$ cat src/hdl/ascii85_stream_decoder_core_defines.svh
// Assertion macros for the ascii85 stream decoder core.
`ifndef ASCII85_STREAM_DECODER_CORE_DEFINES_SVH
`define ASCII85_STREAM_DECODER_CORE_DEFINES_SVH

`ifndef SYNTH
`define A85_ASSERT_IMPL(lbl, ante, cons) \
  lbl: assert property (@(posedge clk_i) disable iff (!rst_ni) (ante) |-> (cons)) \
    else $error("a85 check failed");
`define A85_ASSERT_NEXT(lbl, ante, cons) \
  lbl: assert property (@(posedge clk_i) disable iff (!rst_ni) (ante) |=> (cons)) \
    else $error("a85 check failed");
`else
`define A85_ASSERT_IMPL(lbl, ante, cons)
`define A85_ASSERT_NEXT(lbl, ante, cons)
`endif

`endif

$ cat src/hdl/a85_pkg.sv
package a85_pkg;

  localparam int unsigned QDepth = 4;
  localparam int unsigned QAw    = 2;
  localparam int unsigned QCw    = 3;

  localparam logic        KindText   = 1'b0;
  localparam logic        KindEnd    = 1'b1;

  localparam logic [1:0]  StatByte   = 2'd0;
  localparam logic [1:0]  StatEndOk  = 2'd1;
  localparam logic [1:0]  StatEndErr = 2'd2;

  localparam logic [7:0]  ChFirst    = 8'd33;   // '!'
  localparam logic [7:0]  ChLastDig  = 8'd117;  // 'u'
  localparam logic [7:0]  ChZero     = 8'd122;  // 'z'
  localparam logic [7:0]  ChSpace    = 8'd32;
  localparam logic [7:0]  ChTab      = 8'd9;
  localparam logic [7:0]  ChCr       = 8'd13;

  localparam logic [2:0]  GroupDigits = 3'd5;
  localparam logic [2:0]  BytesFull   = 3'd4;

  localparam logic [31:0] Pow85_1 = 32'd85;
  localparam logic [31:0] Pow85_2 = 32'd7225;
  localparam logic [31:0] Pow85_3 = 32'd614125;

  typedef struct packed {
    logic       kind;
    logic [7:0] symbol;
  } in_word_t;

  typedef struct packed {
    logic [7:0] data_byte;
    logic [1:0] status;
    logic       last;
  } out_word_t;

  // one queued job: up to four bytes, optionally followed by an end status
  typedef struct packed {
    logic [31:0] value;
    logic [2:0]  nbytes;
    logic        is_end;
    logic [1:0]  end_status;
  } job_t;

endpackage

$ cat src/hdl/a85_front.sv
module a85_front (
  input  logic             clk_i,
  input  logic             rst_ni,
  input  logic             in_valid_i,
  output logic             in_ready_o,
  input  a85_pkg::in_word_t in_word_i,
  input  logic             q_full_i,
  output logic             push_o,
  output a85_pkg::job_t    job_o
);
  import a85_pkg::*;

  logic [2:0]  cnt_q, cnt_d;
  logic [31:0] val_q, val_d;
  logic        azg_q, azg_d;
  logic        failed_q, failed_d;

  logic        in_acc;
  logic [6:0]  dig;
  logic [31:0] val_step;
  logic [31:0] pad_mul;
  logic [31:0] val_pad;
  logic [2:0]  cnt_inc;

  assign in_ready_o = !q_full_i;
  assign in_acc     = in_valid_i && in_ready_o;

  assign dig      = 7'(in_word_i.symbol - ChFirst);
  assign val_step = 32'(val_q * Pow85_1) + 32'(dig);
  assign cnt_inc  = 3'(cnt_q + 3'd1);

  // tail padded with 'u' digits: v*85^k + 85^k - 1
  always_comb begin
    case (cnt_q)
      3'd2:    pad_mul = Pow85_3;
      3'd3:    pad_mul = Pow85_2;
      default: pad_mul = Pow85_1;
    endcase
  end
  assign val_pad = 32'(val_q * pad_mul) + 32'(pad_mul - 32'd1);

  always_comb begin
    cnt_d    = cnt_q;
    val_d    = val_q;
    azg_d    = azg_q;
    failed_d = failed_q;
    push_o   = 1'b0;
    job_o    = '0;
    if (in_acc) begin
      if (in_word_i.kind == KindEnd) begin
        push_o           = 1'b1;
        job_o.is_end     = 1'b1;
        job_o.end_status = StatEndOk;
        if (failed_q || cnt_q == 3'd1) begin
          job_o.end_status = StatEndErr;
        end else if (cnt_q >= 3'd2) begin
          job_o.value  = val_pad;
          job_o.nbytes = 3'(cnt_q - 3'd1);
        end
        cnt_d    = '0;
        val_d    = '0;
        azg_d    = 1'b0;
        failed_d = 1'b0;
      end else if (!failed_q) begin
        if (in_word_i.symbol inside {[ChTab:ChCr], ChSpace}) begin
          // whitespace
        end else if (in_word_i.symbol == ChZero) begin
          if (cnt_q != 3'd0 || azg_q) begin
            failed_d = 1'b1;
          end else begin
            push_o       = 1'b1;
            job_o.nbytes = BytesFull;
            azg_d        = 1'b1;
          end
        end else if (in_word_i.symbol inside {[ChFirst:ChLastDig]}) begin
          azg_d = 1'b0;
          if (cnt_inc == GroupDigits) begin
            push_o       = 1'b1;
            job_o.value  = val_step;
            job_o.nbytes = BytesFull;
            cnt_d        = '0;
            val_d        = '0;
          end else begin
            cnt_d = cnt_inc;
            val_d = val_step;
          end
        end else begin
          failed_d = 1'b1;
        end
      end
    end
  end

  always_ff @(posedge clk_i or negedge rst_ni) begin
    if (!rst_ni) begin
      cnt_q    <= '0;
      val_q    <= '0;
      azg_q    <= 1'b0;
      failed_q <= 1'b0;
    end else begin
      cnt_q    <= cnt_d;
      val_q    <= val_d;
      azg_q    <= azg_d;
      failed_q <= failed_d;
    end
  end

endmodule

$ cat src/hdl/a85_queue.sv
module a85_queue (
  input  logic          clk_i,
  input  logic          rst_ni,
  input  logic          push_i,
  input  a85_pkg::job_t job_i,
  input  logic          pop_i,
  output logic          full_o,
  output logic          valid_o,
  output a85_pkg::job_t head_o
);
  import a85_pkg::*;

  job_t           mem_q [QDepth];
  logic [QAw-1:0] wr_ptr_q, rd_ptr_q;
  logic [QCw-1:0] cnt_q;

  assign full_o  = (cnt_q == QCw'(QDepth));
  assign valid_o = (cnt_q != '0);
  assign head_o  = mem_q[rd_ptr_q];

  always_ff @(posedge clk_i) begin
    if (push_i) begin
      mem_q[wr_ptr_q] <= job_i;
    end
  end

  always_ff @(posedge clk_i or negedge rst_ni) begin
    if (!rst_ni) begin
      wr_ptr_q <= '0;
      rd_ptr_q <= '0;
      cnt_q    <= '0;
    end else begin
      if (push_i) begin
        wr_ptr_q <= QAw'(wr_ptr_q + 1'b1);
      end
      if (pop_i) begin
        rd_ptr_q <= QAw'(rd_ptr_q + 1'b1);
      end
      case ({push_i, pop_i})
        2'b10:   cnt_q <= QCw'(cnt_q + 1'b1);
        2'b01:   cnt_q <= QCw'(cnt_q - 1'b1);
        default: cnt_q <= cnt_q;
      endcase
    end
  end

endmodule

$ cat src/hdl/a85_back.sv
module a85_back (
  input  logic              clk_i,
  input  logic              rst_ni,
  input  logic              q_valid_i,
  input  a85_pkg::job_t     q_head_i,
  output logic              pop_o,
  output logic              out_valid_o,
  input  logic              out_ready_i,
  output a85_pkg::out_word_t out_word_o
);
  import a85_pkg::*;

  logic [1:0] idx_q, idx_d;
  logic       out_valid_q, out_valid_d;
  out_word_t  out_q, word;
  logic       load;
  logic       in_bytes;
  logic [1:0] sel;

  assign load     = q_valid_i && (!out_valid_q || out_ready_i);
  assign in_bytes = ({1'b0, idx_q} < q_head_i.nbytes);
  assign sel      = 2'(2'd3 - idx_q);

  always_comb begin
    word = '0;
    if (in_bytes) begin
      word.data_byte = q_head_i.value[{sel, 3'b000} +: 8];
      word.status    = StatByte;
      word.last      = ({1'b0, idx_q} == 3'(q_head_i.nbytes - 3'd1)) && !q_head_i.is_end;
    end else begin
      word.status = q_head_i.end_status;
      word.last   = 1'b1;
    end
  end

  assign pop_o = load && word.last;

  always_comb begin
    idx_d       = idx_q;
    out_valid_d = out_valid_q;
    if (load) begin
      out_valid_d = 1'b1;
      idx_d       = word.last ? 2'd0 : 2'(idx_q + 2'd1);
    end else if (out_ready_i) begin
      out_valid_d = 1'b0;
    end
  end

  always_ff @(posedge clk_i) begin
    if (load) begin
      out_q <= word;
    end
  end

  always_ff @(posedge clk_i or negedge rst_ni) begin
    if (!rst_ni) begin
      idx_q       <= '0;
      out_valid_q <= 1'b0;
    end else begin
      idx_q       <= idx_d;
      out_valid_q <= out_valid_d;
    end
  end

  assign out_valid_o = out_valid_q;
  assign out_word_o  = out_q;

endmodule

$ cat src/hdl/ascii85_stream_decoder_core.sv
// Channel   Handshake               Payload
// in        in_valid_i/in_ready_o   in_word_i  {kind, symbol}
// out       out_valid_o/out_ready_i out_word_o {data_byte, status, last}
//
// Front takes one input word per cycle while the 4-entry job queue has room.
// Back sends one output word per cycle while out_ready_i is high; a full group or 'z'
// yields 4 output words, an end word 1 to 4, so a stream of groups runs at the output rate.
// Decode, including the 32x32 tail padding multiply, is combinational in front.
// Async reset clears counters, flags and queue pointers; no clearing pass.
`include "ascii85_stream_decoder_core_defines.svh"

module ascii85_stream_decoder_core (
  input  logic               clk_i,
  input  logic               rst_ni,
  input  logic               in_valid_i,
  output logic               in_ready_o,
  input  a85_pkg::in_word_t  in_word_i,
  output logic               out_valid_o,
  input  logic               out_ready_i,
  output a85_pkg::out_word_t out_word_o
);
  import a85_pkg::*;

  logic  push, pop, q_full, q_valid;
  job_t  job, q_head;
  logic  in_acc;

  assign in_acc = in_valid_i && in_ready_o;

  a85_front u_front (
    .clk_i      (clk_i),
    .rst_ni     (rst_ni),
    .in_valid_i (in_valid_i),
    .in_ready_o (in_ready_o),
    .in_word_i  (in_word_i),
    .q_full_i   (q_full),
    .push_o     (push),
    .job_o      (job)
  );

  a85_queue u_queue (
    .clk_i   (clk_i),
    .rst_ni  (rst_ni),
    .push_i  (push),
    .job_i   (job),
    .pop_i   (pop),
    .full_o  (q_full),
    .valid_o (q_valid),
    .head_o  (q_head)
  );

  a85_back u_back (
    .clk_i       (clk_i),
    .rst_ni      (rst_ni),
    .q_valid_i   (q_valid),
    .q_head_i    (q_head),
    .pop_o       (pop),
    .out_valid_o (out_valid_o),
    .out_ready_i (out_ready_i),
    .out_word_o  (out_word_o)
  );

  `A85_ASSERT_IMPL(a_no_overflow, q_full, !push)
  `A85_ASSERT_IMPL(a_end_pushes, in_acc && in_word_i.kind == KindEnd, push)
  `A85_ASSERT_IMPL(a_status_last, out_valid_o && out_word_o.status != StatByte, out_word_o.last)
  `A85_ASSERT_NEXT(a_pop_last, pop, out_valid_o && out_word_o.last)

endmodule
$ cat config.mk
export PLATFORM = sky130hd
export DESIGN_NAME = ascii85_stream_decoder_core
export DESIGN_NICKNAME = d
export VERILOG_FILES = /design/src/hdl/a85_pkg.sv /design/src/hdl/a85_front.sv /design/src/hdl/a85_queue.sv /design/src/hdl/a85_back.sv /design/src/hdl/ascii85_stream_decoder_core.sv
export VERILOG_INCLUDE_DIRS = /design/src /design/src/hdl
export SDC_FILE = /design/constraint.sdc
export NUM_CORES = 1
export LEC_CHECK = 0
export ABC_AREA = 1
export ABC_CLOCK_PERIOD_IN_PS = 6600
export BUFFER_PORTS_ARGS = -buffer_cell sky130_fd_sc_hd__buf_4
export CAP_MARGIN = 20
export CELL_PAD_IN_SITES_DETAIL_PLACEMENT = 1
export CELL_PAD_IN_SITES_GLOBAL_PLACEMENT = 2
export CORE_ASPECT_RATIO = 1.4
export CORE_UTILIZATION = 38
export CTS_CLUSTER_DIAMETER = 50
export DETAILED_ROUTE_END_ITERATION = 10
export GPL_ROUTABILITY_DRIVEN = 0
export GPL_TIMING_DRIVEN = 1
export HOLD_SLACK_MARGIN = 0.15
export PLACE_DENSITY_LB_ADDON = 0.15
export REMOVE_ABC_BUFFERS = 1
export SLEW_MARGIN = 0
export SYNTH_ARGS = -nofsm -noshare
export SYNTH_HDL_FRONTEND = slang
export SYNTH_HIERARCHICAL = 1
export SYNTH_SLANG_ARGS = --single-unit
$ cat constraint.sdc
create_clock -name clk_i -period 6.6 [get_ports clk_i]
set_clock_uncertainty 0.05 [all_clocks]
set_input_delay 0.66 -clock clk_i [delete_from_list [all_inputs] [get_ports clk_i]]
set_output_delay 0.66 -clock clk_i [all_outputs]
set_load 0.05 [all_outputs]
== Word level (Yosys, flattened, before mapping) ==
Memories as Yosys holds them, arrays and structs flattened.
Cells that the tools add are included.
Word-level totals
  register bits after elaboration: 58
  memory bits (writable): 152
  input port bits: 13
  output and inout port bits: 13
  word-level logic and storage cells: 123
  memories kept: 1
Cells by class
  add/subtract/negate cells: 13
  multiply operators: 2
  $lt $le $gt $ge: 6
  eq/ne operators: 14
  shifts and indexed selects: 1
  mux-type cells: 53
  reductions and logical operators: 21
Memory list
  u_queue.mem_q: words 4, bits a word 38, read ports 1, clocked after memory_dff 0, wr ports 1, line a85_queue.sv:13  | job_t mem_q [QDepth];
Operators with widths (number)
  $mux 35: 7
  $mux 32: 7
  $pmux 20 s2: 1
  $mux 38: 1
  $add 32x32->32: 1
  $add 32x7->32: 1
  $mul 32x20->32: 1
  $mul 32x7->32 const B: 1
  $shiftx 32x6->8: 1
  $mux 3: 9
  $mux 1: 25
  $sub 20x1->21 const B: 1
  $reduce_and 5->1: 2
  $reduce_bool 3->1: 3
  $sub 3x1->3 const B: 3
  $eq 8x6->1 const B: 1
  $eq 8x7->1 const B: 1
  $ge 8x4->1 const B: 1
  $ge 8x6->1 const B: 1
  $le 8x4->1 const B: 1
  $le 8x7->1 const B: 1
  $reduce_bool 2->1: 4
  $sub 7x6->7 const B: 1
  $add 2x1->2 const B: 3
  other kinds (17): 32

== Depth between registers and ports, before layout ==
Gate-level depths: netlist of the first run.
  depth in word-level cells: 11
  gate-level depth with buffers: 35
  depth with buffers taken out: 33

== Modules after synthesis ==
The synthesis of the first run kept the hierarchy.
By module, submodules not included
  a85_front: times used 1, cells each 2137, area an instance 17219.0 um^2, sequential area each 925.9 um^2
  a85_queue: times used 1, cells each 567, area an instance 6693.9 um^2, sequential area each 4739.5 um^2
  a85_back: times used 1, cells each 112, area an instance 877.1 um^2, sequential area each 405.4 um^2

== Least setup slack after synthesis of the first run ==
No wires, ideal clock.
  path kind: register to register
  start: register u_front.cnt_q[0]
  end: memory u_queue/mem_q[0][33] in the netlist's numbering (data pin)
  library setup time: 0.280 ns
  data arrival time: 6.738 ns
  required time: 6.270 ns
  slack: -0.468 ns
  cell stages (with the launch flop): 33
  buffers on the path: 2
  clock period less this slack: 7.068 ns
  path through: dfrtp_1 > inv_1 > ha_1 > nand2_2 > buf_12 > nand2_8 > inv_1 > clkbuf_1 > nor2_1 > fa_1 > fa_1 > inv_1 > fa_1 > inv_1 > fa_1 > inv_1 > fa_1 > inv_1 > fa_1 > inv_1 > fa_1 > inv_1 > ha_1 > nand2_1 > nand2_1 > a31oi_1 > nand2_1 > nand2_1 > nand3_1 > a21o_1 > or2_2 > nand3_1 > a21oi_1
RTL lines
  start: declaration: line a85_front.sv:13  | logic [2:0] cnt_q, cnt_d;
  start signal: assignment: line a85_front.sv:101  | cnt_q <= cnt_d;
  end: declaration: line a85_queue.sv:13

==> results of run 1 <==
==> registers in the layout, summed over array words and instances (netlist names) <==
name / count
u_back/idx_q: 2
u_back/out_valid_o: 1
u_back/out_word_o: 11
u_front/azg_q: 1
u_front/cnt_q: 3
u_front/failed_q: 1
u_front/val_q: 32
u_queue/cnt_q: 3
u_queue/mem_q: 152
u_queue/rd_ptr_q: 2
u_queue/wr_ptr_q: 2
==> worst max-delay path by stage <==
stage	start	slack (ps)	end	depth (start not counted)
CTS	u_front/cnt_q[0]	-370	u_queue/mem_q[0][28]	28
finish	u_front/cnt_q[0]	-350	u_queue/mem_q[3][28]	27
detailed placement	u_front/cnt_q[0]	-1260	u_queue/mem_q[2][24]	24
global placement	u_front/cnt_q[0]	-1030	u_queue/mem_q[2][24]	24
floorplan	u_front/cnt_q[0]	-610	u_queue/mem_q[0][33]	30
global route	u_front/cnt_q[1]	-560	u_queue/mem_q[3][33]	30
==> cell families after synthesis <==
logic type	Yosys count	share of synthesized area [%]
AND/OR/NAND/NOR	872	14.6
buffers and inverters	812	12.9
adder cells (fa/ha/maj)	589	39.2
AO/OA/AOI/OAI	292	7.32
flip-flops	210	24.5
XOR/XNOR	41	1.45
==> metrics by stage <==
step	hold WS (ps)	std cells
2_1_floorplan	314	2766
3_3_place_gp	408	3910
3_5_place_dp	449	3910
4_1_cts	270	3985
5_1_grt	301	4001
6_report	309	4001
==> synthesized netlist by cell type, types with 4 or more instances <==
cell	instances
inv_1	753
nand2_1	461
fa_1	312
ha_1	277
nor2_1	232
edfxtp_1	163
nand3_1	101
a21oi_1	97
o21ai_0	87
dfrtp_1	47
xor2_1	25
o211ai_2	22
nor3_1	20
buf_2	17
o211ai_1	17
xnor2_1	16
nand4_1	15
a21boi_0	13
or2_2	13
clkbuf_1	12
buf_6	11
o21ai_1	11
o21bai_1	11
a21o_1	9
nand3b_1	9
inv_2	8
buf_4	7
o22ai_1	7
a31oi_1	4
nand2b_1	4
==> cells in the final DEF, fill, tap and decap left out, types with 7 or more instances in the layout <==
cell / n
nor3_1: 15
xnor2_1: 16
fa_1: 284
ha_4: 31
o211ai_1: 17
o211ai_2: 22
nand3_2: 14
buf_6: 21
edfxtp_1: 163
nor2_2: 17
a21oi_1: 63
clkbuf_16: 29
o22ai_1: 7
a21oi_2: 22
nand3_4: 8
a21boi_0: 8
inv_8: 8
nand3b_1: 9
o21ai_2: 13
nand2_2: 28
a21o_1: 9
nand2_1: 430
dfrtp_1: 45
nor2_1: 193
buf_4: 316
o21ai_0: 67
ha_1: 243
inv_1: 712
a21oi_4: 13
nand4_1: 15
nand2_4: 7
or2_2: 9
nand3_1: 80
fa_2: 28
o21bai_1: 8
inv_2: 43
nor2_4: 23
o21ai_1: 19
xor2_1: 24
==> power by group through the flow <==
stage	Sequential (mW)	Clock (mW)	Combinational, mW
floorplan	2.16	0	5.86
global placement	1.95	0	9.91
detailed placement	1.96	0	10.2
CTS	1.94	1.68	11.5
global route	1.97	1.72	13.2
finish	1.94	1.63	12.0
==> repair_timing <==
| item | 4_1_cts | 5_1_grt |
|---|---|---|
| setup buffers | 22 | 16 |
| hold buffers | 1 | 0 |
| endpoints found under the hold margin | 23 | 0 |
| cloned | 1 | 0 |
| pin swaps | 83 | 70 |
| gates resized for setup | 263 | 114 |
| endpoints found under the setup margin | 100 | 100 |
==> worst min-delay path: stages <==
cell	delay (ps)
buf_4	80
inv_1	30
nand2_1	60
nand2_1	60
==> per-layer routing <==
metal	up-vias	wire length (µm)
met5	-	0
met3	154	1650
met2	285	46600
met4	0	4050
li1	9320	-
met1	10000	33900
==> area by class of cell <==
type	instances	share of cell area (%)
inverters	762	9.36
repair buffers	342	8.78
clock buffers	35	2.51
repair inverters	1	0.0245
multi-input cells	1794	55.3
clock inverters	17	0.781
flip-flops and latches	210	19.8
well taps	840	3.43
==> flow_metrics.env, run 1 <==
export IMPL_status="finished, violations left"
export IMPL_violations="negative setup slack"
export IMPL_setup_viol=96
export IMPL_fin_crit_sh_pct=105
export IMPL_max_stage_delay_ps=610
export IMPL_tightest_slew_ps=908
export IMPL_path_class="reg2reg"
export IMPL_pre_cts_slack_ps=-1260
export IMPL_use_met2_pct=51.5
export IMPL_synthArstFlopShare_pct=22.4
export IMPL_use_met3_pct=1.67
export IMPL_slowest_stage="fa_2"
export IMPL_setup_tns_ps=-19780
export IMPL_gr_max_usage_layer="met2"
export IMPL_grt_ovfl_total=0
export IMPL_synth_main_ff_cell="edfxtp_1"
export IMPL_pwr_share_clk_pct=10.5
export IMPL_wire_per_inst_um=21.6
export IMPL_grt_pass1_wl_mm=133
export IMPL_swShare_pct=51.0
export IMPL_r2r_slack_ps=-350
export IMPL_vias_per_cell=4.95
export IMPL_final_area_um2=30600
export IMPL_grt_setup_unrepaired="yes"
export IMPL_hold_viol_final=0
export IMPL_gr_usage_met1_pct=30.3
export IMPL_crit_family="adder cells"
export IMPL_avgSynthCellArea_um2=8.80
export IMPL_power_frac_seq_pct=12.5
export IMPL_min_delay_worst_endpoint="u_back/out_valid_o"
export IMPL_post_route_min_period_ps=6950
export IMPL_maxSlewHeadroom_pct=39.4
export IMPL_yosys_warnings=6
export IMPL_cts_path_max_buffers=3
export IMPL_cp_data_required_time_ps=6940
export IMPL_path_max_fanout=5
export IMPL_post_route_util_pct=47.5
export IMPL_synth_area_top_cells="fa_1 25%, edfxtp_1 20%, ha_1 14%"
export IMPL_drc_errors=0
export IMPL_cts_num_sinks=210
export IMPL_diodes=0
export IMPL_ioPinCount=26
export IMPL_ys_seq_elements=210
export IMPL_internal_power_mw=7.61
export IMPL_syn_area_um2=24800
export IMPL_ys_seq_area_share_pct=24.5
export IMPL_start_kind="flip-flop"
export IMPL_num_rows=110
export IMPL_insertion_delay_ps=570
export IMPL_rr_worst_depth=27
export IMPL_synth_area_leader_cell="fa_1"
export IMPL_syn_inst=2816
export IMPL_placed_area_um2=27800
export IMPL_power_density_nw_per_um2=507
export IMPL_grt_max_degree=73
export IMPL_synth_edf_count=163
export IMPL_antenna_found_initial=1
export IMPL_wl_mm=86.3
export IMPL_core_area_um2=64400
export IMPL_clk_pin_slew_ps=60
export IMPL_min_from="out_ready_i"
export IMPL_yosys_cell_types_count=58
export IMPL_die_width_um=218
export IMPL_crit_buf_inv=7
export IMPL_ff_latch_area_um2=6080
export IMPL_nFillCells=7415
export IMPL_drtIter0Drc=755
export IMPL_min_path_cells=4
export IMPL_p_switching_mw=7.91
export IMPL_grt_util_all_layers_pct=26.8
export IMPL_report_final_slew_viol_count=0
export IMPL_dr_pass1_iters=5
export IMPL_die_area_um2=66300
export IMPL_yosys_area_top_type_share_pct=25.2
export IMPL_finalWorstSetupSlack_ps=-350
export IMPL_antenna_left=0
export IMPL_min_path_type="in2reg"
export IMPL_area_growth_pct=23.5
export IMPL_combPwrFrac_pct=77.0
export IMPL_p_total_mw=15.5
export IMPL_r2r_end="u_queue/mem_q[3][28]"
export IMPL_routed_via_count=19800
export IMPL_grt_pass1_vias=22500
export IMPL_multi_input_area_um2=16900
export IMPL_max_vdd_ir_drop_uv=287
export IMPL_worstSetupEndpointType="flip-flop"
export IMPL_clock_root_buffer="clkbuf_16"
export IMPL_p_leak_nw=15.3
export IMPL_dpl_hpwl_mm=72.4
export IMPL_cts_made_buffers=28
export IMPL_die_y_um=304
export IMPL_max_freq_mhz=144
export IMPL_htreeDepth=1
export IMPL_maxCapViolations=0
export IMPL_start_util_pct=38.5
export IMPL_cts_tree="yes"
export IMPL_fin_nets=3741
export IMPL_rr_startpoint="u_front/cnt_q[0]"
export IMPL_drive_gt1_share_pct=22.2
export IMPL_port_buffers=25
export IMPL_cp_data_arrival_time_ps=7290
Note: power is estimated with default switching activity, not from simulation.
==> run 2, diff against run 1 <==
- SETUP_SLACK_MARGIN: not set -> 0.5
==> flow_metrics.env, run 2 (synthesized netlist as in run 1, its figures left out) <==
export IMPL_status="finished, violations left"
export IMPL_violations="negative setup slack"
export IMPL_hold_viol_final=0
export IMPL_antenna_left=0
export IMPL_maxCapViolations=0
export IMPL_maxSlewHeadroom_pct=39.7
export IMPL_path_class="reg2reg"
export IMPL_grt_max_degree=73
export IMPL_combPwrFrac_pct=78.1
export IMPL_clk_pin_slew_ps=60
export IMPL_path_max_fanout=5
export IMPL_mostFrequentLayoutCells="693 x inv_1, 420 x nand2_1, 306 x buf_4"
export IMPL_grt_ovfl_total=0
export IMPL_setup_viol=84
export IMPL_final_common_cell="inv_1"
export IMPL_top_register="u_queue/mem_q"
export IMPL_slowest_stage="fa_2"
export IMPL_diodes=0
export IMPL_wire_per_inst_um=21.8
export IMPL_p_leak_nw=15.5
export IMPL_grt_pass1_wl_mm=133
export IMPL_p_switching_mw=8.32
export IMPL_finalWorstSetupSlack_ps=-443
export IMPL_cts_tree="yes"
export IMPL_min_path_type="in2reg"
export IMPL_die_y_um=304
export IMPL_core_area_um2=64400
export IMPL_max_freq_mhz=142
export IMPL_dpl_hpwl_mm=72.4
export IMPL_start_util_pct=38.5
export IMPL_grt_setup_unrepaired="yes"
export IMPL_largest_register_ffs=152
export IMPL_placed_area_um2=27800
export IMPL_area_growth_pct=26.3
export IMPL_report_final_slew_viol_count=0
export IMPL_htreeDepth=1
export IMPL_wl_mm=87.9
export IMPL_power_density_nw_per_um2=521
export IMPL_insertion_delay_ps=570
export IMPL_power_frac_seq_pct=11.9
export IMPL_cts_made_buffers=28
export IMPL_fin_nets=3762
export IMPL_cp_data_required_time_ps=6830
export IMPL_setup_tns_ps=-24440
export IMPL_hold_ws_ps=306
export IMPL_clock_root_buffer="clkbuf_16"
export IMPL_start_kind="flip-flop"
export IMPL_cts_num_sinks=210
export IMPL_antenna_found_initial=1
export IMPL_cts_path_max_buffers=3
export IMPL_tightest_slew_ps=904
export IMPL_grt_util_all_layers_pct=26.8
export IMPL_cp_data_arrival_time_ps=7270
export IMPL_grt_pass1_vias=22500
export IMPL_swShare_pct=51.1
export IMPL_die_area_um2=66300
export IMPL_max_vdd_ir_drop_uv=287
export IMPL_die_width_um=218
export IMPL_routed_via_count=20000
export IMPL_fin_cells=4022
export IMPL_port_buffers=25
export IMPL_pwr_share_clk_pct=10.0
export IMPL_internal_power_mw=7.97
export IMPL_ioPinCount=26
export IMPL_max_stage_delay_ps=610
export IMPL_post_place_cells=3910
export IMPL_post_route_min_period_ps=7040
export IMPL_vias_per_cell=4.97
export IMPL_drtIter0Drc=691
export IMPL_drc_errors=0
export IMPL_worstSetupEndpointType="flip-flop"
export IMPL_dr_pass1_iters=5
export IMPL_num_rows=110
export IMPL_final_area_um2=31300
export IMPL_drive_gt1_share_pct=24.7
export IMPL_fin_crit_sh_pct=107
==> run 2: cell types whose count changed in the layout (fill, tap and decap cells not counted), sizes merged <==
cell	delta
buf	+20
clkbuf	+1
==> run 2: stage by stage <==
| step | setup slack, ps | total power, mW | util [%] |
|---|---|---|---|
| after floorplan | -609 | 8.02 | - |
| after global placement | -1030 | 11.9 | 43.2 |
| after global routing | -644 | 17.6 | 48.6 |
| after detailed placement | -1260 | 12.1 | 43.2 |
| final | -443 | 16.3 | 48.6 |
| after CTS | -365 | 15.1 | 46.7 |
==> run 2: power by group through the flow <==
stage               clock network (mW)  logic (mW)  registers, mW
floorplan                            0        5.86           2.16
global placement                     0        9.91           1.95
detailed placement                   0        10.2           1.96
CTS                               1.68        11.4           1.94
global route                      1.71        14.0           1.97
finish                            1.63        12.7           1.94
==> run 2: final timing paths <==
| path | slack [ps] | depth (start not counted) | endpoint | from |
|---|---|---|---|---|
| setup / recovery | -440 | 28 | u_queue/mem_q[1][26] | u_front/cnt_q[0] |
| hold / removal | 310 | 4 | u_back/out_valid_o | out_ready_i |
| setup reg to reg | -440 | 28 | u_queue/mem_q[1][26] | u_front/cnt_q[0] |
| hold reg to reg | 470 | 2 | u_queue/cnt_q[2] | u_queue/cnt_q[2] |
| max in group asynchronous | 5240 | 2 | u_queue/rd_ptr_q[0] | rst_ni |
| min in group asynchronous | 660 | 2 | u_front/cnt_q[2] | rst_ni |
==> run 2: cell type report <==
class                   instances  area [µm²]
clock buffers                  35         768
clock inverters                17         239
fillers                      7360       33100
inverters                     762        2880
multi-input cells            1794       17300
flip-flops and latches        210        6080
well taps                     840        1050
repair buffers                363        3000
repair inverters                1        7.51
==> run 2: critical path, delay by kind of cell, from the launching register on <==
kind | cells | cell delay [ps]
and+or+nand+nor | 5 | 560
DFF | 1 | 440
xor gates and xnor gates | 1 | 200
buffers and inverters | 9 | 880
AOI/OAI and AO/OA | 2 | 180
adders and majority gates | 11 | 4440
==> run 2: timing repair <==
action                                  4_1_cts  5_1_grt
pin swaps                                    83      143
cloned                                        1        1
gates resized for setup                     257      249
hold endpoints to repair                     23        0
endpoints found under the setup margin      104      104
setup buffers                                18       39
hold buffers                                  1        0
==> run 2: per-layer routing <==
layer	share of wire (%)	routed length, µm	track usage [%]	up-vias
met1	39	34300	30.3	10200
met5	0	0	0	-
li1	-	-	-	9371
met4	4.8	4200	10.4	0
met3	2.1	1800	1.73	167
met2	54	47600	51.5	287
==> run 3, diff against run 2 <==
--- a/config.mk
+++ b/config.mk
@@ -10,3 +10,3 @@
 export ABC_CLOCK_PERIOD_IN_PS = 6600
-export BUFFER_PORTS_ARGS = -buffer_cell sky130_fd_sc_hd__buf_4
+export BUFFER_PORTS_ARGS = -buffer_cell sky130_fd_sc_hd__buf_2
 export CAP_MARGIN = 20
@@ -21,2 +21,3 @@
 export HOLD_SLACK_MARGIN = 0.15
+export MAX_ROUTING_LAYER = met4
 export PLACE_DENSITY_LB_ADDON = 0.15
--- a/constraint.sdc
+++ b/constraint.sdc
@@ -4,2 +4,2 @@
 set_output_delay 0.66 -clock clk_i [all_outputs]
-set_load 0.05 [all_outputs]
+set_load 0.005 [all_outputs]
==> flow_metrics.env, run 3 (synthesized netlist as in run 1, its figures left out) <==
export IMPL_dpl_hpwl_mm=72.2
export IMPL_die_width_um=218
export IMPL_start_kind="flip-flop"
export IMPL_maxCapViolations=0
export IMPL_start_util_pct=38.5
export IMPL_die_y_um=304
export IMPL_cts_made_buffers=27
export IMPL_final_common_cell="inv_1"
export IMPL_combPwrFrac_pct=77.5
export IMPL_path_max_fanout=8
export IMPL_vias_per_cell=4.98
export IMPL_wl_mm=87.3
export IMPL_setup_viol=80
export IMPL_worstSetupEndpointType="flip-flop"
export IMPL_ff_latch_area_um2=6080
export IMPL_largest_register_ffs=152
export IMPL_power_density_nw_per_um2=502
export IMPL_grt_ovfl_total=0
export IMPL_post_route_min_period_ps=7010
export IMPL_finalWorstSetupSlack_ps=-411
export IMPL_crit_buf_inv=6
export IMPL_core_area_um2=64400
export IMPL_internal_power_mw=7.46
export IMPL_mostFrequentLayoutCells="723 x inv_1, 431 x nand2_1, 288 x fa_1"
export IMPL_ioPinCount=26
export IMPL_grt_setup_unrepaired="yes"
export IMPL_tightest_slew_ps=1060
export IMPL_p_switching_mw=7.80
export IMPL_dr_pass1_iters=4
export IMPL_hold_ws_ps=200
export IMPL_pwr_share_clk_pct=9.4
export IMPL_grt_pass1_wl_mm=133
export IMPL_violations="negative setup slack"
export IMPL_die_area_um2=66300
export IMPL_antenna_left=0
export IMPL_top_register="u_queue/mem_q"
export IMPL_maxSlewHeadroom_pct=28.9
export IMPL_multi_input_area_um2=16900
export IMPL_swShare_pct=51.1
export IMPL_grt_util_all_layers_pct=27.7
export IMPL_hold_viol_final=0
export IMPL_cts_hold_buf=0
export IMPL_cts_path_max_buffers=3
export IMPL_crit_family="adder cells"
export IMPL_routed_via_count=19900
export IMPL_cts_num_sinks=210
export IMPL_insertion_delay_ps=570
export IMPL_drc_errors=0
export IMPL_clock_root_buffer="clkbuf_16"
export IMPL_htreeDepth=1
export IMPL_diodes=0
export IMPL_cp_data_arrival_time_ps=7240
export IMPL_wire_per_inst_um=21.9
export IMPL_max_vdd_ir_drop_uv=466
export IMPL_fin_crit_sh_pct=106
export IMPL_max_freq_mhz=143
export IMPL_fin_nets=3734
export IMPL_nFillCells=7511
export IMPL_power_frac_seq_pct=13.1
export IMPL_min_path_type="in2async"
export IMPL_clk_pin_slew_ps=60
export IMPL_antenna_found_initial=0
export IMPL_report_final_slew_viol_count=0
export IMPL_port_buffers=25
export IMPL_drtIter0Drc=695
export IMPL_post_route_util_pct=47.2
export IMPL_num_rows=110
export IMPL_drive_gt1_share_pct=21.1
export IMPL_status="finished, violations left"
export IMPL_placed_area_um2=27700
export IMPL_final_area_um2=30400
export IMPL_cts_tree="yes"
export IMPL_slowest_stage="fa_1"
export IMPL_crit_top_cell="fa_1"
export IMPL_p_leak_nw=15.2
export IMPL_max_stage_delay_ps=580
export IMPL_grt_max_degree=88
export IMPL_path_class="reg2reg"
export IMPL_grt_pass1_vias=22700
export IMPL_cp_data_required_time_ps=6830
export IMPL_area_growth_pct=22.6
==> run 3: area by class of cell <==
cell class	count	area share [%]
clock buffers	36	2.40
clock inverters	13	0.383
inverters	762	9.45
multi-input cells	1794	55.5
flip-flops and latches	210	20.0
well taps	840	3.46
repair buffers	337	8.78
==> run 3: path summary, 6_finish.rpt <==
path	from	to	slack, ps	cells past startpoint
max	u_front/cnt_q[1]	u_queue/mem_q[0][31]	-410	26
min reg2reg	u_queue/cnt_q[2]	u_queue/cnt_q[2]	430	2
max in group asynchronous	rst_ni	u_queue/rd_ptr_q[0]	5690	2
max reg2reg	u_front/cnt_q[1]	u_queue/mem_q[0][31]	-410	26
min in group clk_i	out_ready_i	u_back/out_valid_o	310	4
min	rst_ni	u_front/cnt_q[1]	200	2
==> run 3: timing repair <==
item | 4_1_cts | 5_1_grt
gates resized for setup | 298 | 71
endpoints found under the setup margin | 104 | 100
pin swaps | 84 | 54
gates cloned | 1 | 0
buffers inserted | 27 | 11
==> run 3: power by group through the flow <==
stage / clock (mW) / combinational [mW] / sequential, mW
6_report: 1.44 / 11.8 / 2.01
5_1_grt: 1.51 / 13.1 / 2.04
4_1_cts: 1.47 / 11.5 / 2.01
3_5_place_dp: 0 / 9.93 / 2.02
3_3_place_gp: 0 / 9.67 / 2.01
2_1_floorplan: 0 / 5.85 / 2.03
==> run 3: metal layers <==
metal  track usage [%]  wire length, µm
met1              30.3            34400
met3              1.62             1770
met2              51.9            47000
met5                 -                0
met4              10.5             4100
==> run 3: metrics by stage <==
stage | worst slack (ps) | cells | total power [mW] | TNS [ps]
after CTS | -391 | 3981 | 15.0 | -22540
after detailed placement | -1180 | 3904 | 12.0 | -79730
after floorplan | -609 | 2766 | 7.88 | -29670
after global placement | -1030 | 3904 | 11.7 | -66030
after global routing | -655 | 3992 | 16.6 | -44420
final | -411 | 3992 | 15.3 | -23820
